[src/rtl/svalloc_pkg.sv]
// ----------------------------------------------------------------------------
// svalloc_pkg
// Shared types, constants and helpers for the voice allocator: request mode
// codes, the scan word that ripples through the voice cells and the command
// broadcast to them.
// ----------------------------------------------------------------------------
package svalloc_pkg;

   // default voice count and the widest index the scan word can carry
   localparam int VOICES_DEF = 16;
   localparam int IDX_W      = 6;
   localparam int NOTE_W     = 7;
   localparam int FREQ_W     = 32;
   localparam int FIN_W      = 4;
   localparam int VIDX_W     = 4;
   localparam int MASK_W     = 16;
   localparam int AGE_W      = 31;

   localparam logic [AGE_W-1:0]  AGE_LIMIT = {AGE_W{1'b1}};
   localparam logic [NOTE_W:0]   NOTE_CEIL = 8'd128;

   // request mode codes
   localparam logic [1:0] MODE_NOTE_ON  = 2'd0;
   localparam logic [1:0] MODE_NOTE_OFF = 2'd1;
   localparam logic [1:0] MODE_FINISHED = 2'd2;
   localparam logic [1:0] MODE_STOP_ALL = 2'd3;

   typedef enum logic [1:0] {
      ST_IDLE,
      ST_SCAN1,
      ST_SCAN2,
      ST_APPLY
   } state_type;

   typedef enum logic [2:0] {
      CMD_NONE,
      CMD_START,
      CMD_RELEASE_NOTE,
      CMD_RELEASE_ALL,
      CMD_FREE
   } cmd_op_type;

   // command broadcast to every cell
   typedef struct packed {
      cmd_op_type        op;
      logic [IDX_W-1:0]  idx;
      logic [NOTE_W-1:0] note;
      logic [AGE_W-1:0]  age;
   } cmd_type;

   // scan word; pass 0 finds lowest/highest note and the free voice,
   // pass 1 finds the oldest releasing and oldest overall voice
   typedef struct packed {
      logic              valid;
      logic              pass;
      logic [NOTE_W:0]   lo_note;
      logic [IDX_W-1:0]  lo_idx;
      logic [NOTE_W-1:0] hi_note;
      logic [IDX_W-1:0]  hi_idx;
      logic              have_free;
      logic [IDX_W-1:0]  free_idx;
      logic              have_rel;
      logic [IDX_W-1:0]  rel_idx;
      logic [AGE_W-1:0]  rel_age;
      logic [IDX_W-1:0]  old_idx;
      logic [AGE_W-1:0]  old_age;
   } scan_type;

   function automatic scan_type scan_init();
      scan_type s;
      s.valid     = 1'b1;
      s.pass      = 1'b0;
      s.lo_note   = NOTE_CEIL;
      s.lo_idx    = '0;
      s.hi_note   = '0;
      s.hi_idx    = '0;
      s.have_free = 1'b0;
      s.free_idx  = '0;
      s.have_rel  = 1'b0;
      s.rel_idx   = '0;
      s.rel_age   = AGE_LIMIT;
      s.old_idx   = '0;
      s.old_age   = AGE_LIMIT;
      return s;
   endfunction

endpackage

[src/rtl/svalloc_cell.sv]
// ----------------------------------------------------------------------------
// svalloc_cell
// One voice slot: holds note, age, playing and releasing state, updates the
// scan word passing through it and applies broadcast commands.
// ----------------------------------------------------------------------------
module svalloc_cell #(
   parameter int INDEX = 0
) (
   input  logic                  clock,
   input  logic                  reset,
   input  svalloc_pkg::scan_type scan_in,
   output svalloc_pkg::scan_type scan_out,
   input  svalloc_pkg::cmd_type  cmd,
   output logic                  rel_hit
);

   localparam logic [svalloc_pkg::IDX_W-1:0] MY_IDX = svalloc_pkg::IDX_W'(INDEX);

   logic [svalloc_pkg::NOTE_W-1:0] note_ff;
   logic [svalloc_pkg::AGE_W-1:0]  age_ff;
   logic                           playing_ff;
   logic                           releasing_ff;
   svalloc_pkg::scan_type          scan_ff, scan_next_in;

   always_comb begin
      scan_next_in = scan_in;
      if (scan_in.valid) begin
         if (!scan_in.pass) begin
            if (playing_ff && ({1'b0, note_ff} < scan_in.lo_note)) begin
               scan_next_in.lo_note = {1'b0, note_ff};
               scan_next_in.lo_idx  = MY_IDX;
            end
            if (playing_ff && (note_ff > scan_in.hi_note)) begin
               scan_next_in.hi_note = note_ff;
               scan_next_in.hi_idx  = MY_IDX;
            end
            if (!playing_ff) begin
               scan_next_in.have_free = 1'b1;
               scan_next_in.free_idx  = MY_IDX;
            end
         end else if ((MY_IDX != scan_in.lo_idx) && (MY_IDX != scan_in.hi_idx)) begin
            if (releasing_ff && (age_ff < scan_in.rel_age)) begin
               scan_next_in.have_rel = 1'b1;
               scan_next_in.rel_idx  = MY_IDX;
               scan_next_in.rel_age  = age_ff;
            end
            if (age_ff < scan_in.old_age) begin
               scan_next_in.old_idx = MY_IDX;
               scan_next_in.old_age = age_ff;
            end
         end
      end
   end

   always_comb begin
      rel_hit = 1'b0;
      if (playing_ff && !releasing_ff) begin
         rel_hit = (cmd.op == svalloc_pkg::CMD_RELEASE_ALL) ||
                   ((cmd.op == svalloc_pkg::CMD_RELEASE_NOTE) && (cmd.note == note_ff));
      end
   end

   always_ff @(posedge clock) begin
      if (reset) begin
         scan_ff      <= '0;
         note_ff      <= '0;
         age_ff       <= '0;
         playing_ff   <= 1'b0;
         releasing_ff <= 1'b0;
      end else begin
         scan_ff <= scan_next_in;
         case (cmd.op)
            svalloc_pkg::CMD_START: begin
               if (cmd.idx == MY_IDX) begin
                  note_ff      <= cmd.note;
                  age_ff       <= cmd.age;
                  playing_ff   <= 1'b1;
                  releasing_ff <= 1'b0;
               end
            end
            svalloc_pkg::CMD_FREE: begin
               if (cmd.idx == MY_IDX) begin
                  playing_ff   <= 1'b0;
                  releasing_ff <= 1'b0;
               end
            end
            svalloc_pkg::CMD_RELEASE_NOTE, svalloc_pkg::CMD_RELEASE_ALL: begin
               if (rel_hit) begin
                  releasing_ff <= 1'b1;
               end
            end
            default: begin
            end
         endcase
      end
   end

   assign scan_out = scan_ff;

endmodule

[config.mk]
export PLATFORM = sky130hd
export DESIGN_NAME = svalloc_cell
export DESIGN_NICKNAME = d
export VERILOG_FILES = /design/src/rtl/svalloc_pkg.sv /design/src/rtl/svalloc_cell.sv
export SDC_FILE = /design/constraint.sdc
export NUM_CORES = 1
export LEC_CHECK = 0
export ABC_AREA = 1
export BUFFER_PORTS_ARGS = -buffer_cell sky130_fd_sc_hd__buf_4
export CAP_MARGIN = 20
export CORE_ASPECT_RATIO = 0.8
export CORE_MARGIN = 3
export CORE_UTILIZATION = 35
export CTS_BUF_LIST = sky130_fd_sc_hd__clkbuf_16
export DETAILED_ROUTE_END_ITERATION = 7
export GPL_TIMING_DRIVEN = 0
export SKIP_CTS_REPAIR_TIMING = 1
export SLEW_MARGIN = 20
export SYNTH_ARGS = -nofsm -noshare
export SYNTH_HDL_FRONTEND = slang
export SYNTH_SLANG_ARGS = --single-unit
[constraint.sdc]
create_clock -name clock -period 2.9 [get_ports clock]
set_clock_uncertainty 0.1 [all_clocks]
set_input_delay 0.29 -clock clock [delete_from_list [all_inputs] [get_ports clock]]
set_output_delay 0.29 -clock clock [all_outputs]
set_load 0.02 [all_outputs]
==> flow_summary.ini, run 1 <==
[outcome]
status = finished, violations left
violations = negative hold slack

[place]
gp_congestion = 0.8805
placed_area_um2 = 10000
placed_cells = 1577
dp_hpwl_um = 20920
io_buffers = 271
post-place-ws_ns = 0.5261

[yosys]
syn_area_um2 = 7631
dominantRegCellSynth = dfxtp_1
synth_compound_area_share_pct = 13.33
synth_fa_ha_area_share_pct = 11.97
synthMuxAreaShare_pct = 0
synth_top_family_by_area = simple AND/OR/NAND/NOR gates
synth_top_cell_area_share_pct = 39.61
synth_edf_count = 0
synth-simple-area-share_pct = 23.22
synth_cells = 1037
avgSynthCellArea_um2 = 7.359
synth_most_common_cell = nand2_1
synth_xor_area_share_pct = 0.8034
synth-seq-cells = 151
synthTopCellsByArea = dfxtp_1 (40%), ha_1 (12%), a21oi_1 (9.1%)
yosys-top-cells-count = nand2_1 (165), dfxtp_1 (151), inv_1 (146)
yosysWarnings = 0
yosysUniqueCellTypes = 33
syn_nets = 1270
ys_async_sr_fraction_pct = 0
synth_top_area_cell = dfxtp_1
synth-seq-area-share_pct = 39.61

[die]
start_util_pct = 36.25
die_w_um = 171.1
dieArea_um2 = 23620
die_h_um = 138.1
core.rowCount = 47
core_um2 = 21050
ioPinCount = 272

[pwr]
comb_power_share_pct = 15.3
leakagePower_nw = 5.655
seqPwrFrac_pct = 41.3
p_sw_share_pct = 26.42
cellPowerDensity_nw_per_um2 = 488.3
peakVddDrop_uv = 233.0
internal_power_mw = 3.909
p_switching_mw = 1.404
power.share.clock_pct = 43.5

[timing]
timing.final.ws_setup_ns = 0.4500
clock.fmax_mhz = 408.2
setup_viol = 0
period_share_pct = 84.48
drv_slew = 0
tns_ns = 0
min_period_ns = 2.450
finalHoldViolations = 17
rsz0062_at_grt = false
slew_headroom_pct = 47.87
hold_slack_ns = -0.02105
tightestPinTransition_ns = 0.7819

[routing]
vias = 7884
final_antenna_net_count = 0
drt-total-wl_um = 26540
drtPass1Iterations = 5
drt_iter0_drc = 477
post_drt_via_cell_ratio = 4.816
drc_errors = 0
wl_per_cell_um = 16.21

[critical_path]
crit_type = in -> reg
r2r_cells = 9
cp-end-kind = flop
crit_required_ns = 3.15
cp.arrival_ns = 2.70
timing.rr.end = scan_out[33]$_SDFF_PP0_
crit_fanout = 9
r2r_slack_ns = 0.62
r2r-start = age_ff[30]$_SDFFE_PP0P_
startpoint_type = primary input

[worst_hold_path]
min-delay-start = scan_in[105]
holdPathStages = 3
hold_end = scan_out[105]$_SDFF_PP0_
hp-class = in -> reg

[global_route]
grt_pass1_wl_um = 40740
overflow = 0
grt_pass1_vias = 7601
grt_max_degree = 17
globalRouteTotalUtil_pct = 22.05
antenna_found_initial = 0

[flow_run]
cap_violations = 0

[cts]
clk_pin_slew_ns = 0.07
cts_sinks = 151
clockBufferDepth = 2
clock_latency_ns = 0.43
cts_tree = yes
cts_root_buffer = clkbuf_16
cts-htree-levels = 4
numCtsBuffers = 17

[finish]
area_growth_pct = 42.60
finalNetCount = 1588
fill_cells = 2088
multi_input_area_um2 = 3764
finalInstanceArea_um2 = 10880
regArea_um2 = 3023
antennaDiodeCount = 0
drive_gt1_share_pct = 25.73
layoutNonFillerInstCount = 1637
[kinds of logic (layout without fill, tap and decap cells)]
logic type / after synthesis / after routing
xor gates and xnor gates: 7 / 7
and+or+nand+nor: 415 / 415
AOI/OAI and AO/OA: 194 / 194
buffers and inverters: 197 / 528
DFF: 151 / 151
adders and majority gates: 73 / 73
[worst max-delay path: stages]
cell,delay [ns]
dlygate4sd3_1,0.53
buf_4,0.12
inv_1,0.04
ha_1,0.26
nand2_1,0.06
nor2_1,0.18
nand4_1,0.22
nor2_1,0.20
nand2_1,0.23
nand2_1,0.33
nand2_1,0.09
nor2_1,0.15
[area by class of cell]
class | count | area share [%]
Timing Repair Buffer | 299 | 21.27
Clock buffer | 17 | 3.909
Buffer | 50 | 2.691
Tap cell | 269 | 3.093
Multi-Input combinational cell | 689 | 34.59
Sequential cell | 151 | 27.78
Clock inverter | 15 | 1.598
Inverter | 147 | 5.071
[how the worst max path moves through the flow]
| stage | start | end | slack, ns |
|---|---|---|---|
| floorplan | scan_in[4] | scan_out[10]$_SDFF_PP0_ | 1.16 |
| global placement | scan_in[30] | scan_out[27]$_SDFF_PP0_ | 0.58 |
| detailed placement | scan_in[30] | scan_out[33]$_SDFF_PP0_ | 0.53 |
| CTS | age_ff[30]$_SDFFE_PP0P_ | scan_out[33]$_SDFF_PP0_ | 0.59 |
| global route | scan_in[29] | scan_out[33]$_SDFF_PP0_ | 0.25 |
| finish | scan_in[29] | scan_out[33]$_SDFF_PP0_ | 0.45 |
[registers in the layout, indices dropped and copies added, names as in the netlist]
register      cells
playing_ff        1
age_ff           31
releasing_ff      1
note_ff           7
scan_out        111
[per-layer routing]
| layer | share of wire (%) | global-route usage, % | vias to the layer above |
|---|---|---|---|
| met5 | 0 | 0 | - |
| li1 | - | - | 3967 |
| met1 | 44 | 28.34 | 3569 |
| met4 | 0.89 | 4.826 | 0 |
| met3 | 9.7 | 7.763 | 24 |
| met2 | 45 | 35.80 | 324 |
[stage by stage]
step	utilization, %	power (mW)
finish	51.69	5.313
floorplan	-	2.602
detailed placement	47.51	3.022
CTS	50.36	5.334
global placement	47.51	3.017
global route	51.69	5.533
[power groups by stage]
stage	sequential (mW)	clock (mW)	combinational, mW
after floorplan	2.35	0	0.248
after CTS	2.19	2.36	0.784
after global routing	2.20	2.44	0.892
after detailed placement	2.24	0	0.781
final	2.19	2.31	0.810
after global placement	2.24	0	0.779
[layout by cell type (no fill, tap or decap), drive strengths merged, types with 6 or more instances in the layout]
master,synthesis,routed
nand2,167,167
dfxtp,151,151
nand4,6,6
dlygate4sd3,0,28
nor2,135,135
a21oi,139,139
ha,73,73
nand3,93,93
o21ai,45,45
inv,147,151
xnor2,6,6
nor3,11,11
clkbuf,16,33
buf,34,305
Power figures use the tool's default switching activity.
==> run 2, diff against run 1 <==
==> constraint.sdc (replaced) <==
create_clock -name clock -period 2 [get_ports clock]
set_clock_uncertainty 0.1 [all_clocks]
set_input_delay 0.2 -clock clock [delete_from_list [all_inputs] [get_ports clock]]
set_output_delay 0.2 -clock clock [all_outputs]
set_load 0.02 [all_outputs]
==> flow_summary.ini, run 2 (synthesis gave the netlist of run 1 again) <==
[outcome]
violations = negative hold slack, negative setup slack
status = finished, violations left

[finish]
layoutNonFillerInstCount = 1769
mostFrequentLayoutCell = buf_4
area_growth_pct = 74.23
largest_register_ffs = 111
mostFrequentLayoutCells = buf_4 (284), nand2_1 (148), inv_1 (146), dfxtp_1 (132), dlygate4sd3_1 (130)
finalNetCount = 1720
antennaDiodeCount = 0
drive_gt1_share_pct = 35.73
utilization_pct = 63.15
fill_cells = 1839

[critical_path]
crit_required_ns = 2.22
crit_fanout = 10
cp.arrival_ns = 2.28
path_buf_inv = 1
crit_path_max_incr_delay_ns = 0.34
cp_top_family = simple AND/OR/NAND/NOR gates
path_cells = ha_1 > nand2_1 > nor2_2 > nand4_1 > nor2_4 > nand2_8 > buf_12 > a21oi_1 > nor2_1
startpoint_type = flop
cp-end-kind = flop
crit_type = reg -> reg
slowest_stage = dfxtp_1

[cts]
cts_sinks = 151
cts-htree-levels = 4
clk_pin_slew_ns = 0.07
numCtsBuffers = 17
cts_root_buffer = clkbuf_16
clockBufferDepth = 2
cts_tree = yes
clock_latency_ns = 0.43

[timing]
rsz0062_at_grt = true
tns_ns = -0.7070
hold_slack_ns = -0.05324
period_share_pct = 102.8
slew_headroom_pct = 46.73
tightestPinTransition_ns = 0.7991
finalHoldViolations = 12
clock.fmax_mhz = 486.6
drv_slew = 0
min_period_ns = 2.055
timing.final.ws_setup_ns = -0.05526
setup_viol = 39

[die]
dieArea_um2 = 23620
core.rowCount = 47
core_um2 = 21050
die_h_um = 138.1
start_util_pct = 36.25
ioPinCount = 272
die_w_um = 171.1

[global_route]
grtUsageMet3_pct = 7.763
globalRouteTotalUtil_pct = 22.05
gr-usage-met1_pct = 28.34
grt_pass1_wl_um = 40740
antenna_found_initial = 0
grt_max_degree = 17
overflow = 0
grt_pass1_vias = 7601
busiest_layer = met2
use_met2_pct = 35.80

[flow_run]
cap_violations = 0

[routing]
drc_errors = 0
vias = 8638
drt_iter0_drc = 560
drt-total-wl_um = 30230
drtPass1Iterations = 8
wl_per_cell_um = 17.09
final_antenna_net_count = 0
post_drt_via_cell_ratio = 4.883

[worst_hold_path]
hp-class = in -> reg

[place]
dp_hpwl_um = 20920
io_buffers = 271
placed_cells = 1577
gp_congestion = 0.8805

[pwr]
leakagePower_nw = 6.475
peakVddDrop_uv = 347.8
cellPowerDensity_nw_per_um2 = 602.9
run 2: cell count changes in the layout (fill, tap and decap cells not counted), moves of 12 or more:
cell / change
buf_2: -12
nand3_1: -30
nand3_2: +28
ha_1: -15
dfxtp_1: -19
nand2_1: -17
buf_6: +12
a21oi_1: -60
ha_4: +15
dlygate4sd3_1: +102
dfxtp_2: +17
a21oi_2: +54
run 2: through the flow:
stage	hold slack [ns]	worst slack (ns)	power, mW	instance area [um2]
finish	-0.05324	-0.05526	8.016	13300
floorplan	0.1768	0.2803	3.773	7631
global route	0.003607	-0.1420	8.314	13300
global placement	0.3137	-0.2373	4.375	10000
CTS	-0.1317	-0.3110	7.735	10600
detailed placement	0.3182	-0.2916	4.382	10000
run 2: cell type report:
type,count,area [um2],share of cell area (%)
inverter,147,551.8,4.150
sequential,151,3052,22.95
buffer,49,422.9,3.181
clock inverter,15,173.9,1.308
timing repair buffer,430,3744,28.16
tap,269,336.6,2.532
clock buffer,17,425.4,3.200
multi-input combinational,691,4589,34.52
run 2: path summary, 6_finish.rpt:
check / start / endpoint / slack (ns) / depth (start not counted)
worst max-delay path: age_ff[22]$_SDFFE_PP0P_ / scan_out[7]$_SDFF_PP0_ / -0.06 / 9
worst min-delay path: cmd[25] / age_ff[25]$_SDFFE_PP0P_ / -0.05 / 3
worst max register to register: age_ff[22]$_SDFFE_PP0P_ / scan_out[7]$_SDFF_PP0_ / -0.06 / 9
worst min register to register: playing_ff$_SDFFE_PP0P_ / playing_ff$_SDFFE_PP0P_ / 0.38 / 2
run 2: worst reg2reg max path, stage by stage (launching register included):
cell and delay [ns]:
dfxtp_1 0.34, ha_1 0.30, nand2_1 0.10, nor2_2 0.16, nand4_1 0.15, nor2_4 0.23
nand2_8 0.16, buf_12 0.19, a21oi_1 0.15, nor2_1 0.07
run 2: report_power, final:
group | total, mW | switching, mW | leakage [nW] | internal [mW]
Combinational | 1.47 | 0.717 | 4.93 | 0.751
Sequential | 3.18 | 0.0411 | 1.26 | 3.14
Clock | 3.37 | 1.40 | 0.286 | 1.97
run 2: metal layers:
layer / vias up / wire length [um] / part of all wire (%)
li1: 4241 / - / -
met2: 336 / 14330 / 47
met4: 0 / 434 / 1.4
met3: 38 / 2600 / 8.6
met1: 4023 / 12860 / 43
met5: - / 0 / 0
