[config.mk]
export PLATFORM = sky130hd
export DESIGN_NAME = svalloc_ctrl
export DESIGN_NICKNAME = d
export VERILOG_FILES = /design/src/rtl/svalloc_pkg.sv /design/src/rtl/svalloc_ctrl.sv
export SDC_FILE = /design/constraint.sdc
export NUM_CORES = 1
export LEC_CHECK = 0
export CAP_MARGIN = 0
export CORE_AREA = 2 2 155 157
export CTS_CLUSTER_SIZE = 12
export DETAILED_ROUTE_END_ITERATION = 8
export DIE_AREA = 0 0 157 159
export DONT_BUFFER_PORTS = 1
export SYNTH_ARGS = -nofsm -noshare
export SYNTH_HDL_FRONTEND = slang
export SYNTH_SLANG_ARGS = --single-unit
[constraint.sdc]
create_clock -name clock -period 5.35 [get_ports clock]
set_input_delay 0.2675 -clock clock [delete_from_list [all_inputs] [get_ports clock]]
set_output_delay 0.2675 -clock clock [all_outputs]
set_load 0.05 [all_outputs]
[src/rtl/svalloc_pkg.sv]
// ----------------------------------------------------------------------------
// svalloc_pkg
// Shared types, constants and helpers for the voice allocator: request mode
// codes, the scan word that ripples through the voice cells and the command
// broadcast to them.
// ----------------------------------------------------------------------------
package svalloc_pkg;

   // default voice count and the widest index the scan word can carry
   localparam int VOICES_DEF = 16;
   localparam int IDX_W      = 6;
   localparam int NOTE_W     = 7;
   localparam int FREQ_W     = 32;
   localparam int FIN_W      = 4;
   localparam int VIDX_W     = 4;
   localparam int MASK_W     = 16;
   localparam int AGE_W      = 31;

   localparam logic [AGE_W-1:0]  AGE_LIMIT = {AGE_W{1'b1}};
   localparam logic [NOTE_W:0]   NOTE_CEIL = 8'd128;

   // request mode codes
   localparam logic [1:0] MODE_NOTE_ON  = 2'd0;
   localparam logic [1:0] MODE_NOTE_OFF = 2'd1;
   localparam logic [1:0] MODE_FINISHED = 2'd2;
   localparam logic [1:0] MODE_STOP_ALL = 2'd3;

   typedef enum logic [1:0] {
      ST_IDLE,
      ST_SCAN1,
      ST_SCAN2,
      ST_APPLY
   } state_type;

   typedef enum logic [2:0] {
      CMD_NONE,
      CMD_START,
      CMD_RELEASE_NOTE,
      CMD_RELEASE_ALL,
      CMD_FREE
   } cmd_op_type;

   // command broadcast to every cell
   typedef struct packed {
      cmd_op_type        op;
      logic [IDX_W-1:0]  idx;
      logic [NOTE_W-1:0] note;
      logic [AGE_W-1:0]  age;
   } cmd_type;

   // scan word; pass 0 finds lowest/highest note and the free voice,
   // pass 1 finds the oldest releasing and oldest overall voice
   typedef struct packed {
      logic              valid;
      logic              pass;
      logic [NOTE_W:0]   lo_note;
      logic [IDX_W-1:0]  lo_idx;
      logic [NOTE_W-1:0] hi_note;
      logic [IDX_W-1:0]  hi_idx;
      logic              have_free;
      logic [IDX_W-1:0]  free_idx;
      logic              have_rel;
      logic [IDX_W-1:0]  rel_idx;
      logic [AGE_W-1:0]  rel_age;
      logic [IDX_W-1:0]  old_idx;
      logic [AGE_W-1:0]  old_age;
   } scan_type;

   function automatic scan_type scan_init();
      scan_type s;
      s.valid     = 1'b1;
      s.pass      = 1'b0;
      s.lo_note   = NOTE_CEIL;
      s.lo_idx    = '0;
      s.hi_note   = '0;
      s.hi_idx    = '0;
      s.have_free = 1'b0;
      s.free_idx  = '0;
      s.have_rel  = 1'b0;
      s.rel_idx   = '0;
      s.rel_age   = AGE_LIMIT;
      s.old_idx   = '0;
      s.old_age   = AGE_LIMIT;
      return s;
   endfunction

endpackage

[src/rtl/svalloc_ctrl.sv]
// ----------------------------------------------------------------------------
// svalloc_ctrl
// Sequencer: takes requests, launches the two scans down the cell chain,
// keeps the age counter, issues commands and holds the response register.
// ----------------------------------------------------------------------------
module svalloc_ctrl (
   input  logic                                clock,
   input  logic                                reset,
   input  logic                                req_valid,
   output logic                                req_ready,
   input  logic [1:0]                          req_mode,
   input  logic [svalloc_pkg::NOTE_W-1:0]      req_note,
   input  logic [svalloc_pkg::FREQ_W-1:0]      req_frequency,
   input  logic [svalloc_pkg::FIN_W-1:0]       req_finished_voice,
   output logic                                rsp_valid,
   input  logic                                rsp_ready,
   output logic                                rsp_start_valid,
   output logic [svalloc_pkg::VIDX_W-1:0]      rsp_voice_index,
   output logic                                rsp_stolen,
   output logic [svalloc_pkg::NOTE_W-1:0]      rsp_start_note,
   output logic [svalloc_pkg::FREQ_W-1:0]      rsp_start_frequency,
   output logic [svalloc_pkg::MASK_W-1:0]      rsp_release_mask,
   output svalloc_pkg::scan_type               chain_in,
   input  svalloc_pkg::scan_type               chain_out,
   output svalloc_pkg::cmd_type                cmd,
   input  logic [svalloc_pkg::MASK_W-1:0]      rel_hits
);

   svalloc_pkg::state_type state_ff, state_in;

   logic [1:0]                          mode_ff, mode_in;
   logic [svalloc_pkg::NOTE_W-1:0]      note_ff, note_in;
   logic [svalloc_pkg::FREQ_W-1:0]      freq_ff, freq_in;
   logic [svalloc_pkg::FIN_W-1:0]       fin_ff, fin_in;
   logic [svalloc_pkg::AGE_W-1:0]       age_cnt_ff, age_cnt_in;
   svalloc_pkg::scan_type               scan_ff, scan_in;

   logic                                rsp_valid_ff, rsp_valid_in;
   logic                                rsp_start_ff, rsp_start_in;
   logic [svalloc_pkg::VIDX_W-1:0]      rsp_vidx_ff, rsp_vidx_in;
   logic                                rsp_stolen_ff, rsp_stolen_in;
   logic [svalloc_pkg::NOTE_W-1:0]      rsp_note_ff, rsp_note_in;
   logic [svalloc_pkg::FREQ_W-1:0]      rsp_freq_ff, rsp_freq_in;
   logic [svalloc_pkg::MASK_W-1:0]      rsp_mask_ff, rsp_mask_in;

   logic                                accept;
   logic                                slot_free;
   logic [svalloc_pkg::IDX_W-1:0]       pick;
   logic [svalloc_pkg::AGE_W-1:0]       age_next;

   assign req_ready = (state_ff == svalloc_pkg::ST_IDLE);
   assign accept    = req_valid && req_ready;
   assign slot_free = !rsp_valid_ff || rsp_ready;

   assign pick = scan_ff.have_free ? scan_ff.free_idx :
                 (scan_ff.have_rel ? scan_ff.rel_idx : scan_ff.old_idx);
   assign age_next = (age_cnt_ff < svalloc_pkg::AGE_LIMIT) ?
                     (age_cnt_ff + svalloc_pkg::AGE_W'(1)) : age_cnt_ff;

   always_comb begin
      state_in   = state_ff;
      mode_in    = mode_ff;
      note_in    = note_ff;
      freq_in    = freq_ff;
      fin_in     = fin_ff;
      age_cnt_in = age_cnt_ff;
      scan_in    = scan_ff;

      chain_in       = svalloc_pkg::scan_init();
      chain_in.valid = 1'b0;

      cmd.op   = svalloc_pkg::CMD_NONE;
      cmd.idx  = pick;
      cmd.note = note_ff;
      cmd.age  = age_next;

      rsp_valid_in  = rsp_ready ? 1'b0 : rsp_valid_ff;
      rsp_start_in  = rsp_start_ff;
      rsp_vidx_in   = rsp_vidx_ff;
      rsp_stolen_in = rsp_stolen_ff;
      rsp_note_in   = rsp_note_ff;
      rsp_freq_in   = rsp_freq_ff;
      rsp_mask_in   = rsp_mask_ff;

      case (state_ff)
         svalloc_pkg::ST_IDLE: begin
            if (accept) begin
               mode_in = req_mode;
               note_in = req_note;
               freq_in = req_frequency;
               fin_in  = req_finished_voice;
               if (req_mode == svalloc_pkg::MODE_NOTE_ON) begin
                  chain_in = svalloc_pkg::scan_init();
                  state_in = svalloc_pkg::ST_SCAN1;
               end else begin
                  state_in = svalloc_pkg::ST_APPLY;
               end
            end
         end
         svalloc_pkg::ST_SCAN1: begin
            // first pass done: send it back in with lowest/highest fixed
            if (chain_out.valid) begin
               chain_in          = chain_out;
               chain_in.pass     = 1'b1;
               chain_in.have_rel = 1'b0;
               chain_in.rel_idx  = '0;
               chain_in.rel_age  = svalloc_pkg::AGE_LIMIT;
               chain_in.old_idx  = '0;
               chain_in.old_age  = svalloc_pkg::AGE_LIMIT;
               state_in          = svalloc_pkg::ST_SCAN2;
            end
         end
         svalloc_pkg::ST_SCAN2: begin
            if (chain_out.valid) begin
               scan_in  = chain_out;
               state_in = svalloc_pkg::ST_APPLY;
            end
         end
         svalloc_pkg::ST_APPLY: begin
            if (slot_free) begin
               rsp_valid_in  = 1'b1;
               rsp_start_in  = 1'b0;
               rsp_vidx_in   = '0;
               rsp_stolen_in = 1'b0;
               rsp_note_in   = '0;
               rsp_freq_in   = '0;
               rsp_mask_in   = '0;
               state_in      = svalloc_pkg::ST_IDLE;
               case (mode_ff)
                  svalloc_pkg::MODE_NOTE_ON: begin
                     cmd.op        = svalloc_pkg::CMD_START;
                     age_cnt_in    = age_next;
                     rsp_start_in  = 1'b1;
                     rsp_vidx_in   = pick[svalloc_pkg::VIDX_W-1:0];
                     rsp_stolen_in = !scan_ff.have_free;
                     rsp_note_in   = note_ff;
                     rsp_freq_in   = freq_ff;
                  end
                  svalloc_pkg::MODE_NOTE_OFF: begin
                     cmd.op      = svalloc_pkg::CMD_RELEASE_NOTE;
                     rsp_mask_in = rel_hits;
                  end
                  svalloc_pkg::MODE_FINISHED: begin
                     cmd.op  = svalloc_pkg::CMD_FREE;
                     cmd.idx = svalloc_pkg::IDX_W'(fin_ff);
                  end
                  default: begin
                     cmd.op      = svalloc_pkg::CMD_RELEASE_ALL;
                     rsp_mask_in = rel_hits;
                  end
               endcase
            end
         end
         default: begin
            state_in = svalloc_pkg::ST_IDLE;
         end
      endcase
   end

   always_ff @(posedge clock) begin
      if (reset) begin
         state_ff     <= svalloc_pkg::ST_IDLE;
         age_cnt_ff   <= '0;
         rsp_valid_ff <= 1'b0;
      end else begin
         state_ff     <= state_in;
         age_cnt_ff   <= age_cnt_in;
         rsp_valid_ff <= rsp_valid_in;
      end
   end

   always_ff @(posedge clock) begin
      mode_ff       <= mode_in;
      note_ff       <= note_in;
      freq_ff       <= freq_in;
      fin_ff        <= fin_in;
      scan_ff       <= scan_in;
      rsp_start_ff  <= rsp_start_in;
      rsp_vidx_ff   <= rsp_vidx_in;
      rsp_stolen_ff <= rsp_stolen_in;
      rsp_note_ff   <= rsp_note_in;
      rsp_freq_ff   <= rsp_freq_in;
      rsp_mask_ff   <= rsp_mask_in;
   end

   assign rsp_valid           = rsp_valid_ff;
   assign rsp_start_valid     = rsp_start_ff;
   assign rsp_voice_index     = rsp_vidx_ff;
   assign rsp_stolen          = rsp_stolen_ff;
   assign rsp_start_note      = rsp_note_ff;
   assign rsp_start_frequency = rsp_freq_ff;
   assign rsp_release_mask    = rsp_mask_ff;

endmodule

==> results of run 1 <==
## cell usage after synthesis (2+ instances only)
master,n
conb_1,2
a21oi_1,23
nand3_1,15
nor3_1,12
mux2i_1,6
o21ai_0,16
a21o_1,2
clkbuf_2,2
mux2_2,6
nand2_1,29
buf_2,4
nand4_4,2
nand4_2,3
clkbuf_1,22
buf_4,77
and4_1,5
or4_1,5
edfxtp_1,126
or3_1,13
nand4_1,9
nor2b_1,6
or2_2,3
inv_1,9
xor2_1,19
nor2_1,42
o31ai_1,4
xnor2_1,17
and2_1,65
dfxtp_1,34
ha_1,10
nor4_4,2
a211oi_1,9
and3_1,39
## through the flow
| step | util, % | power [uW] | cell area (sq um) |
|---|---|---|---|
| finish | 39.05 | 3912 | 9057 |
| floorplan | - | 2550 | 7989 |
| detailed placement | 33.46 | 2647 | 7760 |
| CTS | 39.01 | 3965 | 9047 |
| global route | 39.02 | 4079 | 9050 |
| global placement | 33.46 | 2638 | 7760 |
## cell families (layout without fill, tap and decap cells)
family,after synthesis,after routing
AOI/OAI and AO/OA,63,63
adders and majority gates,10,10
and+or+nand+nor,261,261
DFF,160,160
muxes,12,12
other,2,79
xor gates and xnor gates,36,36
buffers and inverters,116,117
## worst max-delay path by stage
stage | slack (ps) | start | end | depth (start not counted)
6_report | 1680 | age_cnt_ff[12]$_SDFFE_PP0P_ | cmd[12] | 4
5_1_grt | 1510 | age_cnt_ff[12]$_SDFFE_PP0P_ | cmd[30] | 5
4_1_cts | 1650 | age_cnt_ff[12]$_SDFFE_PP0P_ | cmd[15] | 5
3_5_place_dp | 2120 | age_cnt_ff[12]$_SDFFE_PP0P_ | cmd[15] | 5
3_3_place_gp | 2120 | age_cnt_ff[12]$_SDFFE_PP0P_ | cmd[15] | 5
2_1_floorplan | 1620 | rsp_valid$_SDFF_PP0_ | cmd[38] | 5
## flip-flops by register name, summed over array words and instances (netlist names), 4 cells and up
signal,count
freq_ff,32
rsp_start_note,7
rsp_release_mask,16
rsp_voice_index,4
age_cnt_ff,31
rsp_start_frequency,32
fin_ff,4
scan_ff,20
note_ff,7
## timing repair
item / in CTS / in global routing
hold endpoints to repair: 96 / 0
hold buffers: 66 / 0
setup endpoints to repair: 0 / 0
## per-layer routing
metal	up-vias	global-route usage, %	routed length, um
li1	2318	-	-
met1	2287	18.77	8163
met2	210	23.96	9146
met3	14	8.819	2471
met4	4	3.753	148
met5	-	0	26
## worst max-delay path, delay by kind of cell (launching register included)
family,cells,cell delay (ps)
xor gates and xnor gates,1,910
and+or+nand+nor,2,1110
AOI/OAI and AO/OA,1,430
DFF,1,530
## cell type report
class | count | area, sq um | area share, %
clock buffer | 17 | 425.4 | 4.697
inverter | 9 | 33.78 | 0.3730
multi-input combinational | 457 | 2788 | 30.78
antenna | 4 | 10.01 | 0.1105
sequential | 160 | 4464 | 49.29
clock inverter | 15 | 191.4 | 2.114
timing repair buffer | 76 | 745.7 | 8.233
tap | 319 | 399.1 | 4.407
## layout by cell type, fill, tap and decap left out, types with 5 or more instances in the layout
master | Yosys | layout
nand2_1 | 29 | 29
nand4_1 | 9 | 9
xnor2_1 | 17 | 17
clkbuf_16 | 0 | 17
inv_1 | 9 | 9
and2_1 | 65 | 63
mux2i_1 | 6 | 6
a21oi_1 | 23 | 23
ha_1 | 10 | 10
mux2_2 | 6 | 6
a211oi_1 | 9 | 9
nor3_1 | 12 | 12
nor2_1 | 42 | 42
and4_1 | 5 | 5
dlygate4sd3_1 | 0 | 65
nor2b_1 | 6 | 6
xor2_1 | 19 | 19
o21ai_0 | 16 | 15
and3_1 | 39 | 39
buf_4 | 77 | 10
or3_1 | 13 | 13
dfxtp_1 | 34 | 34
nand3_1 | 15 | 15
conb_1 | 2 | 75
or4_1 | 5 | 5
edfxtp_1 | 126 | 126
## where the power goes
group | switching, uW | internal, uW
Combinational | 566 | 148
Sequential | 348 | 1590
Clock | 586 | 676
Total | 1500 | 2410
==> flow_summary.yaml, run 1 <==
synth:
  synth_area_leaders: "edfxtp_1, dfxtp_1, buf_4"
  synth_area_leader_cell: "edfxtp_1"
  synth-seq-cells: 160
  synth_area_sq_mm: 0.007715
  syn_area_per_cell_sq_um: 11.69
  synthSimpleGateAreaFrac_pct: 20.09
  synth-xor-area-share_pct: 4.087
  synthArstFlopShare_pct: 0
  yosysSeqAreaShare_pct: 57.87
  netlist_instances: 660
  synth_flop_cell: "edfxtp_1"
  synth_edf_count: 126
  synthMuxAreaShare_pct: 1.654
  synth.distinct_cells: 55
  yosys.area_share.adder_pct: 1.622
  synth_top_area_share_pct: 49.04
  synth_compound_area_share_pct: 4.995
  synth_top_family_by_area: "simple AND/OR/NAND/NOR gates"
  ys_warn_count: 0
drt:
  dr.pass1.iters: 4
  drc: 0
  ant_nets: 0
  num_vias: 4833
  vias_per_cell: 4.572
  post_drt_wl_per_cell_um: 18.88
  drt-initial-drc-count: 314
  wl_mm: 19.96
setup_path:
  slowest_stage: "xor2_1"
  slowest_delay_ps: 910
  startpoint_type: "flop"
  crit_required_ps: 5080
  reg2reg_slack_ps: 2610
  arrival_ps: 3400
  rr_startpoint: "rsp_valid$_SDFF_PP0_"
  reg2reg_depth: 5
  r2r_end: "age_cnt_ff[19]$_SDFFE_PP0P_"
  path_cells: "nand4_2, nor4_4, a21oi_1, xor2_1"
  critPathMaxFanout: 17
  cp-end-kind: "output pin"
  critical_path_class: "reg2out"
timing:
  setup_viol_count_final: 0
  post-route-min-period_ps: 3669
  hold_viol_final: 0
  drv_slew: 0
  fin_ws_ps: 1681
  fin_crit_sh_pct: 68.58
  fmax_mhz: 272.6
  hold_slack_ps: 24.23
  tightest_slew_ps: 1162
  skew_ps: 16.22
  relSlewSlack_pct: 22.00
  tns_ps: 0
  rsz0062_at_grt: "false"
floorplanning:
  die_w_um: 157
  die-area_sq_mm: 0.02496
  dieHeight_um: 159
  initial_core_util_pct: 33.26
  io_pins: 397
  coreArea_sq_mm: 0.02319
  rows: 56
clock_tree:
  cts_setup_buffers: 0
  cts_buffer_depth: 2
  root_buffer: "clkbuf_16"
  cts_tree: "yes"
  numCtsBuffers: 17
  cts_htree_levels: 4
  clock_latency_ps: 430
  cts_resized: 0
  clkTransAtPathRegs_ps: 80
  clkSinkCount: 160
min_path:
  min_path_type: "in2reg"
  hold_end: "age_cnt_ff[10]$_SDFFE_PP0P_"
  hold_depth: 2
  min-delay-start: "reset"
placement:
  gp_congestion: 0.7950
  dpl_worst_slack_ps: 2116
  io_buffers: 0
  dp_hpwl_mm: 14.12
  dpl.cell_count: 955
cells_and_area:
  finalNetCount: 907
  drive_above_1_share_pct: 9.264
  final_cells: 1057
  syn_to_final_growth_pct: 17.40
  fill_cells: 2234
grt:
  grt_usage_pct: 15.54
  grt_antenna_before_repair: 7
  grt_pass1_vias: 4665
  grt_max_degree: 48
  grt_overflow_total: 0
  grt_pass1_wl_mm: 28.86
run:
  maxCapViolCount: 0
power:
  p_per_area_mw_per_mm2: 431.9
  p_leak_uw: 0.003502
  ir_worst_vdd_v: 0.0001918
run_status:
  status: "complete, no violations"
(Power assumes the default switching activity.)
==> inputs of run 2 (changes only) <==
--- a/config.mk
+++ b/config.mk
@@ -5,11 +5,12 @@
 export SDC_FILE = /design/constraint.sdc
 export NUM_CORES = 1
 export LEC_CHECK = 0
+export ABC_AREA = 1
 export CAP_MARGIN = 0
-export CORE_AREA = 2 2 155 157
+export CORE_AREA = 2 2 152 154
 export CTS_CLUSTER_SIZE = 12
 export DETAILED_ROUTE_END_ITERATION = 8
-export DIE_AREA = 0 0 157 159
+export DIE_AREA = 0 0 154 156
 export DONT_BUFFER_PORTS = 1
 export SYNTH_ARGS = -nofsm -noshare
 export SYNTH_HDL_FRONTEND = slang
==> constraint.sdc (replaced) <==
create_clock -name clock -period 3.1 [get_ports clock]
set_input_delay 0.155 -clock clock [delete_from_list [all_inputs] [get_ports clock]]
set_output_delay 0.155 -clock clock [all_outputs]
set_load 0.05 [all_outputs]
==> run 2 against run 1 <==
First-iteration DRC count is 13% higher. Worst hold slack improved by 41 ps. Core utilization increased by 4.6 points. Die area shrank 3.8%. Critical path type unchanged. Largest power group unchanged. Critical endpoint is now cmd[21]. Power is 83% higher. Clock skew decreased by 1.4 ps.
==> flow_summary.yaml, run 2 <==
run_status:
  status: "complete, no violations"
grt:
  grt_usage_pct: 16.22
  grt_max_degree: 42
  grt_antenna_before_repair: 0
  grt_overflow_total: 0
  grt_pass1_vias: 5414
  grt_pass1_wl_mm: 29.68
drt:
  drt-initial-drc-count: 354
  post_drt_wl_per_cell_um: 15.16
  wl_mm: 19.97
  vias_per_cell: 4.396
  drc: 0
  num_vias: 5790
  ant_nets: 0
  dr.pass1.iters: 6
synth:
  yosys.cell_count.top_type: "nand2_1"
  synth_flop_cell: "edfxtp_1"
  synth.distinct_cells: 30
  synth.top_cells.by_count: "nand2_1, inv_1, edfxtp_1"
  synth-seq-cells: 160
  syn_area_per_cell_sq_um: 8.971
  synth_area_leader_cell: "edfxtp_1"
  synthArstFlopShare_pct: 0
  synth_area_leaders: "edfxtp_1, dfxtp_1, nand2_1"
  yosysSeqAreaShare_pct: 56.81
  synth_top_area_share_pct: 48.15
  synth_area_sq_mm: 0.007859
  netlist_instances: 876
  synth_edf_count: 126
  ys_warn_count: 0
timing:
  tightest_slew_ps: 1126
  hold_viol_final: 0
  setup_viol_count_final: 0
  fin_crit_sh_pct: 84.04
  rsz0062_at_grt: "false"
  relSlewSlack_pct: 24.65
  skew_ps: 14.77
  hold_slack_ps: 65.43
  drv_slew: 0
  fmax_mhz: 383.8
  post-route-min-period_ps: 2605
  tns_ps: 0
floorplanning:
  die_w_um: 154
  io_pins: 397
  initial_core_util_pct: 35.14
  dieHeight_um: 156
  die-area_sq_mm: 0.02402
  rows: 55
  coreArea_sq_mm: 0.02237
run:
  maxCapViolCount: 0
setup_path:
  arrival_ps: 2450
  cp-end-kind: "output pin"
  reg2reg_slack_ps: 760
  crit_required_ps: 2940
  reg2reg_depth: 9
  r2r_end: "age_cnt_ff[25]$_SDFFE_PP0P_"
  critical_path_class: "reg2out"
  startpoint_type: "flop"
  rr_startpoint: "state_ff[0]$_SDFFE_PP0P_"
  critPathMaxFanout: 24
cells_and_area:
  mostFrequentLayoutCells: "nand2_1, inv_1, edfxtp_1"
  utilization_pct: 43.65
  layout_commonest_cell: "nand2_1"
  finalNetCount: 1205
  syn_to_final_growth_pct: 24.23
  diodes: 0
  fill_cells: 2124
  postLayoutCellArea_sq_mm: 0.009763
  drive_above_1_share_pct: 12.11
power:
  p_per_area_mw_per_mm2: 734.0
  p_leak_uw: 0.004508
  ir_worst_vdd_v: 0.0003172
min_path:
  hold_end: "state_ff[1]$_SDFFE_PP0P_"
  min_path_type: "in2reg"
  min-delay-start: "req_mode[0]"
  hold_depth: 4
clock_tree:
  clkTransAtPathRegs_ps: 70
  cts_tree: "yes"
  numCtsBuffers: 17
  clock_latency_ps: 420
  cts_htree_levels: 4
  clkSinkCount: 160
  cts_buffer_depth: 2
  root_buffer: "clkbuf_16"
  cts_resized: 0
placement:
  dp_hpwl_mm: 14.64
  place_area_sq_mm: 0.008344
  gp_congestion: 0.8430
  io_buffers: 0
==> run 2: cell types whose count changed after synthesis, moves of 13 or more <==
cell and change:
and3_1 -39, nand2_1 +145, or3_1 -13, nor2_1 +80, xor2_1 -18, inv_1 +159
o21ai_0 +17, and2_1 -65, xnor2_1 -17, nand3_1 +19
==> run 2: layout make-up <==
type	count	area (sq um)	area share, %
clock buffer	17	425.4	4.357
clock inverter	15	162.7	1.666
inverter	168	630.6	6.459
multi-input combinational	524	2392	24.50
sequential	160	4464	45.73
tap	285	356.6	3.652
timing repair buffer	148	1331	13.64
==> run 2: logic make-up (layout without fill, tap and decap cells) <==
logic type	after synthesis	count (layout)	synth area share [%]
AO/OA/AOI/OAI	71	71	4.792
adder cells (fa/ha/maj)	10	10	1.592
other	2	75	0.09556
flip-flops	160	160	56.81
XOR/XNOR	1	1	0.1115
buffers and inverters	265	348	16.59
AND/OR/NAND/NOR	367	367	20.01
==> run 2: timing repair <==
item | 4_1_cts | 5_1_grt
setup buffers | 0 | 0
hold buffers | 83 | 0
hold endpoints to repair | 104 | 0
==> run 2: worst max path at each step <==
stage,from,endpoint,cells after the start
after floorplan,rsp_valid$_SDFF_PP0_,cmd[38],7
after global placement,state_ff[0]$_SDFFE_PP0P_,age_cnt_ff[20]$_SDFFE_PP0P_,9
after detailed placement,state_ff[0]$_SDFFE_PP0P_,age_cnt_ff[25]$_SDFFE_PP0P_,9
after CTS,age_cnt_ff[0]$_SDFFE_PP0P_,cmd[21],7
after global routing,age_cnt_ff[0]$_SDFFE_PP0P_,cmd[21],7
final,age_cnt_ff[0]$_SDFFE_PP0P_,cmd[21],7
==> run 2: per-layer routing <==
metal / routed length (um) / track usage, % / up-vias
met5: 0 / 0 / -
met2: 9270 / 26.44 / 223
met3: 2122 / 7.222 / 11
met4: 168 / 4.228 / 0
met1: 8406 / 19.64 / 2668
li1: - / - / 2888
==> run 2: metrics by stage <==
stage	power (uW)	worst slack [ps]	std cells
final	7166	494.7	1317
after floorplan	4670	214.4	949
after detailed placement	5070	777.6	1202
after global routing	7493	301.9	1317
after global placement	5046	796.1	1202
after CTS	7256	457.4	1317
==> run 2: where the power goes <==
group | switching (uW) | total, uW | internal, uW
registers | 609 | 3380 | 2770
logic | 1310 | 1720 | 409
clock network | 990 | 2070 | 1080
==> run 2: critical path, stage by stage, from the launching register on <==
cell and delay (ps):
dfxtp_1 440, inv_1 120, nor2_4 220, nand2_4 120, nor2_4 170, nand2_2 250
buf_12 270, nand3_1 430
==> inputs of run 3 (changes only) <==
==> constraint.sdc (replaced) <==
create_clock -name clock -period 2.6 [get_ports clock]
set_input_delay 0.13 -clock clock [delete_from_list [all_inputs] [get_ports clock]]
set_output_delay 0.13 -clock clock [all_outputs]
set_load 0.05 [all_outputs]
==> run 3 against run 2 <==
Register-to-register slack got worse by 250 ps. Design area increased by 2.6%. Combinational power increased by 22%. Via count increased by 1.5%.
==> flow_summary.yaml, run 3 (synthesis results as in run 2) <==
floorplanning:
  rows: 55
  initial_core_util_pct: 35.14
  die-area_sq_mm: 0.02402
  die_w_um: 154
  dieHeight_um: 156
  coreArea_sq_mm: 0.02237
  io_pins: 397
power:
  p_per_area_mw_per_mm2: 892.8
  ir_worst_vdd_v: 0.0004166
  p_leak_uw: 0.004654
  intPower_uw: 5572
  switching_share_pct: 37.67
  pwr-share-clk_pct: 31.7
  p_switching_uw: 3368
  seqPwrFrac_pct: 44.9
  combPwrFrac_pct: 23.4
run_status:
  status: "complete, no violations"
setup_path:
  cp-end-kind: "output pin"
  crit_family: "simple AND/OR/NAND/NOR gates"
  crit_required_ps: 2470
  critical_path_class: "reg2out"
  slowest_delay_ps: 430
  slowest_stage: "dfxtp_1"
  startpoint_type: "flop"
  arrival_ps: 2240
  crit_buf_inv: 2
  path_cells: "ha_1, inv_1, nor2_2, nand2_2, nor2_2, nand3_1, nand3_1, buf_4"
  critPathMaxFanout: 7
drt:
  drc: 0
  vias_per_cell: 4.413
  ant_nets: 0
  dr.pass1.iters: 4
  post_drt_wl_per_cell_um: 14.24
  wl_mm: 18.97
  num_vias: 5878
  drt-initial-drc-count: 395
placement:
  dp_hpwl_mm: 13.41
  io_buffers: 0
  place_area_sq_mm: 0.008507
  gp_congestion: 0.8762
cells_and_area:
  finalNetCount: 1221
  seq_area_sq_mm: 0.004464
  postLayoutCellArea_sq_mm: 0.01001
  diodes: 0
  drive_above_1_share_pct: 14.14
  fill_cells: 2117
  multi_input_comb_area_sq_mm: 0.002417
  mostFrequentLayoutCells: "nand2_1, inv_1, edfxtp_1"
  syn_to_final_growth_pct: 27.42
  layout_commonest_cell: "nand2_1"
grt:
  grt_overflow_total: 0
  grt_pass1_vias: 5577
  grt_max_degree: 46
  grt_antenna_before_repair: 0
  grt_pass1_wl_mm: 28.66
  grt_usage_pct: 15.44
run:
  maxCapViolCount: 0
timing:
  relSlewSlack_pct: 29.67
  tightest_slew_ps: 1051
  drv_slew: 0
  post-route-min-period_ps: 2369
  skew_ps: 13.83
  hold_viol_final: 0
  rsz0062_at_grt: "false"
  hold_slack_ps: 90.25
  setup_viol_count_final: 0
  fmax_mhz: 422.1
  fin_crit_sh_pct: 91.12
clock_tree:
  cts_buffer_depth: 2
  clock_latency_ps: 420
  cts_tree: "yes"
  cts_htree_levels: 4
  clkTransAtPathRegs_ps: 70
  root_buffer: "clkbuf_16"
  numCtsBuffers: 17
  clkSinkCount: 160
  cts_setup_buffers: 0
min_path:
  min_path_type: "in2reg"
## run 3: stage by stage
step / cells / setup slack [ps] / utilization (%) / power (uW) / setup TNS (ps)
2_1_floorplan: 949 / -82.34 / - / 5587 / -427.3
3_3_place_gp: 1218 / 450.3 / 38.04 / 6033 / 0
3_5_place_dp: 1218 / 466.7 / 38.04 / 6068 / 0
4_1_cts: 1332 / 84.11 / 44.74 / 9035 / 0
5_1_grt: 1332 / 46.47 / 44.77 / 9338 / 0
6_report: 1332 / 230.8 / 44.77 / 8940 / 0
## run 3: layout make-up
cell class	instances	share of cell area, %
well taps	285	3.561
inverters	168	6.298
clock buffers	17	4.248
flip-flops and latches	160	44.58
clock inverters	14	2.424
repair buffers	164	14.74
multi-input cells	524	24.14
## run 3: timing repair
action / CTS / global route
hold endpoints to repair: 104 / 0
resized for setup: 0 / 3
endpoints found under the setup margin: 0 / 7
hold buffers: 83 / 0
## run 3: power groups by stage
| stage | clock, uW | combinational, uW | sequential (uW) |
|---|---|---|---|
| 3_3_place_gp | 0 | 1980 | 4060 |
| 6_report | 2840 | 2090 | 4010 |
| 5_1_grt | 3020 | 2270 | 4050 |
| 3_5_place_dp | 0 | 2000 | 4070 |
| 2_1_floorplan | 0 | 1570 | 4020 |
| 4_1_cts | 2910 | 2120 | 4010 |
## run 3: worst reg2reg max path, delay by kind of cell (launching register included)
family	cells	cell delay, ps
flops	1	410
simple gates	2	680
buf+inv	2	330
fa+ha+maj	1	390
## run 3: final timing paths
kind                                                 start                                    end  slack [ps]  depth (start not counted)
worst min register to register       freq_ff[21]$_DFFE_PP_  rsp_start_frequency[21]$_SDFFCE_PP0P_         490                          2
worst min-delay path                           req_mode[0]               state_ff[1]$_SDFFE_PP0P_          90                          4
worst max register to register        mode_ff[0]$_DFFE_PP_     rsp_release_mask[10]$_SDFFCE_PP0P_         510                          5
worst max-delay path            age_cnt_ff[0]$_SDFFE_PP0P_                                cmd[20]         230                          8
## run 3: layer usage
metal	share of wire, %	wire length (um)	GRT usage, %
met1	41	7784	17.68
met3	6.4	1221	4.194
met5	0	0	0
met4	1.8	350	5.563
met2	51	9616	27.72
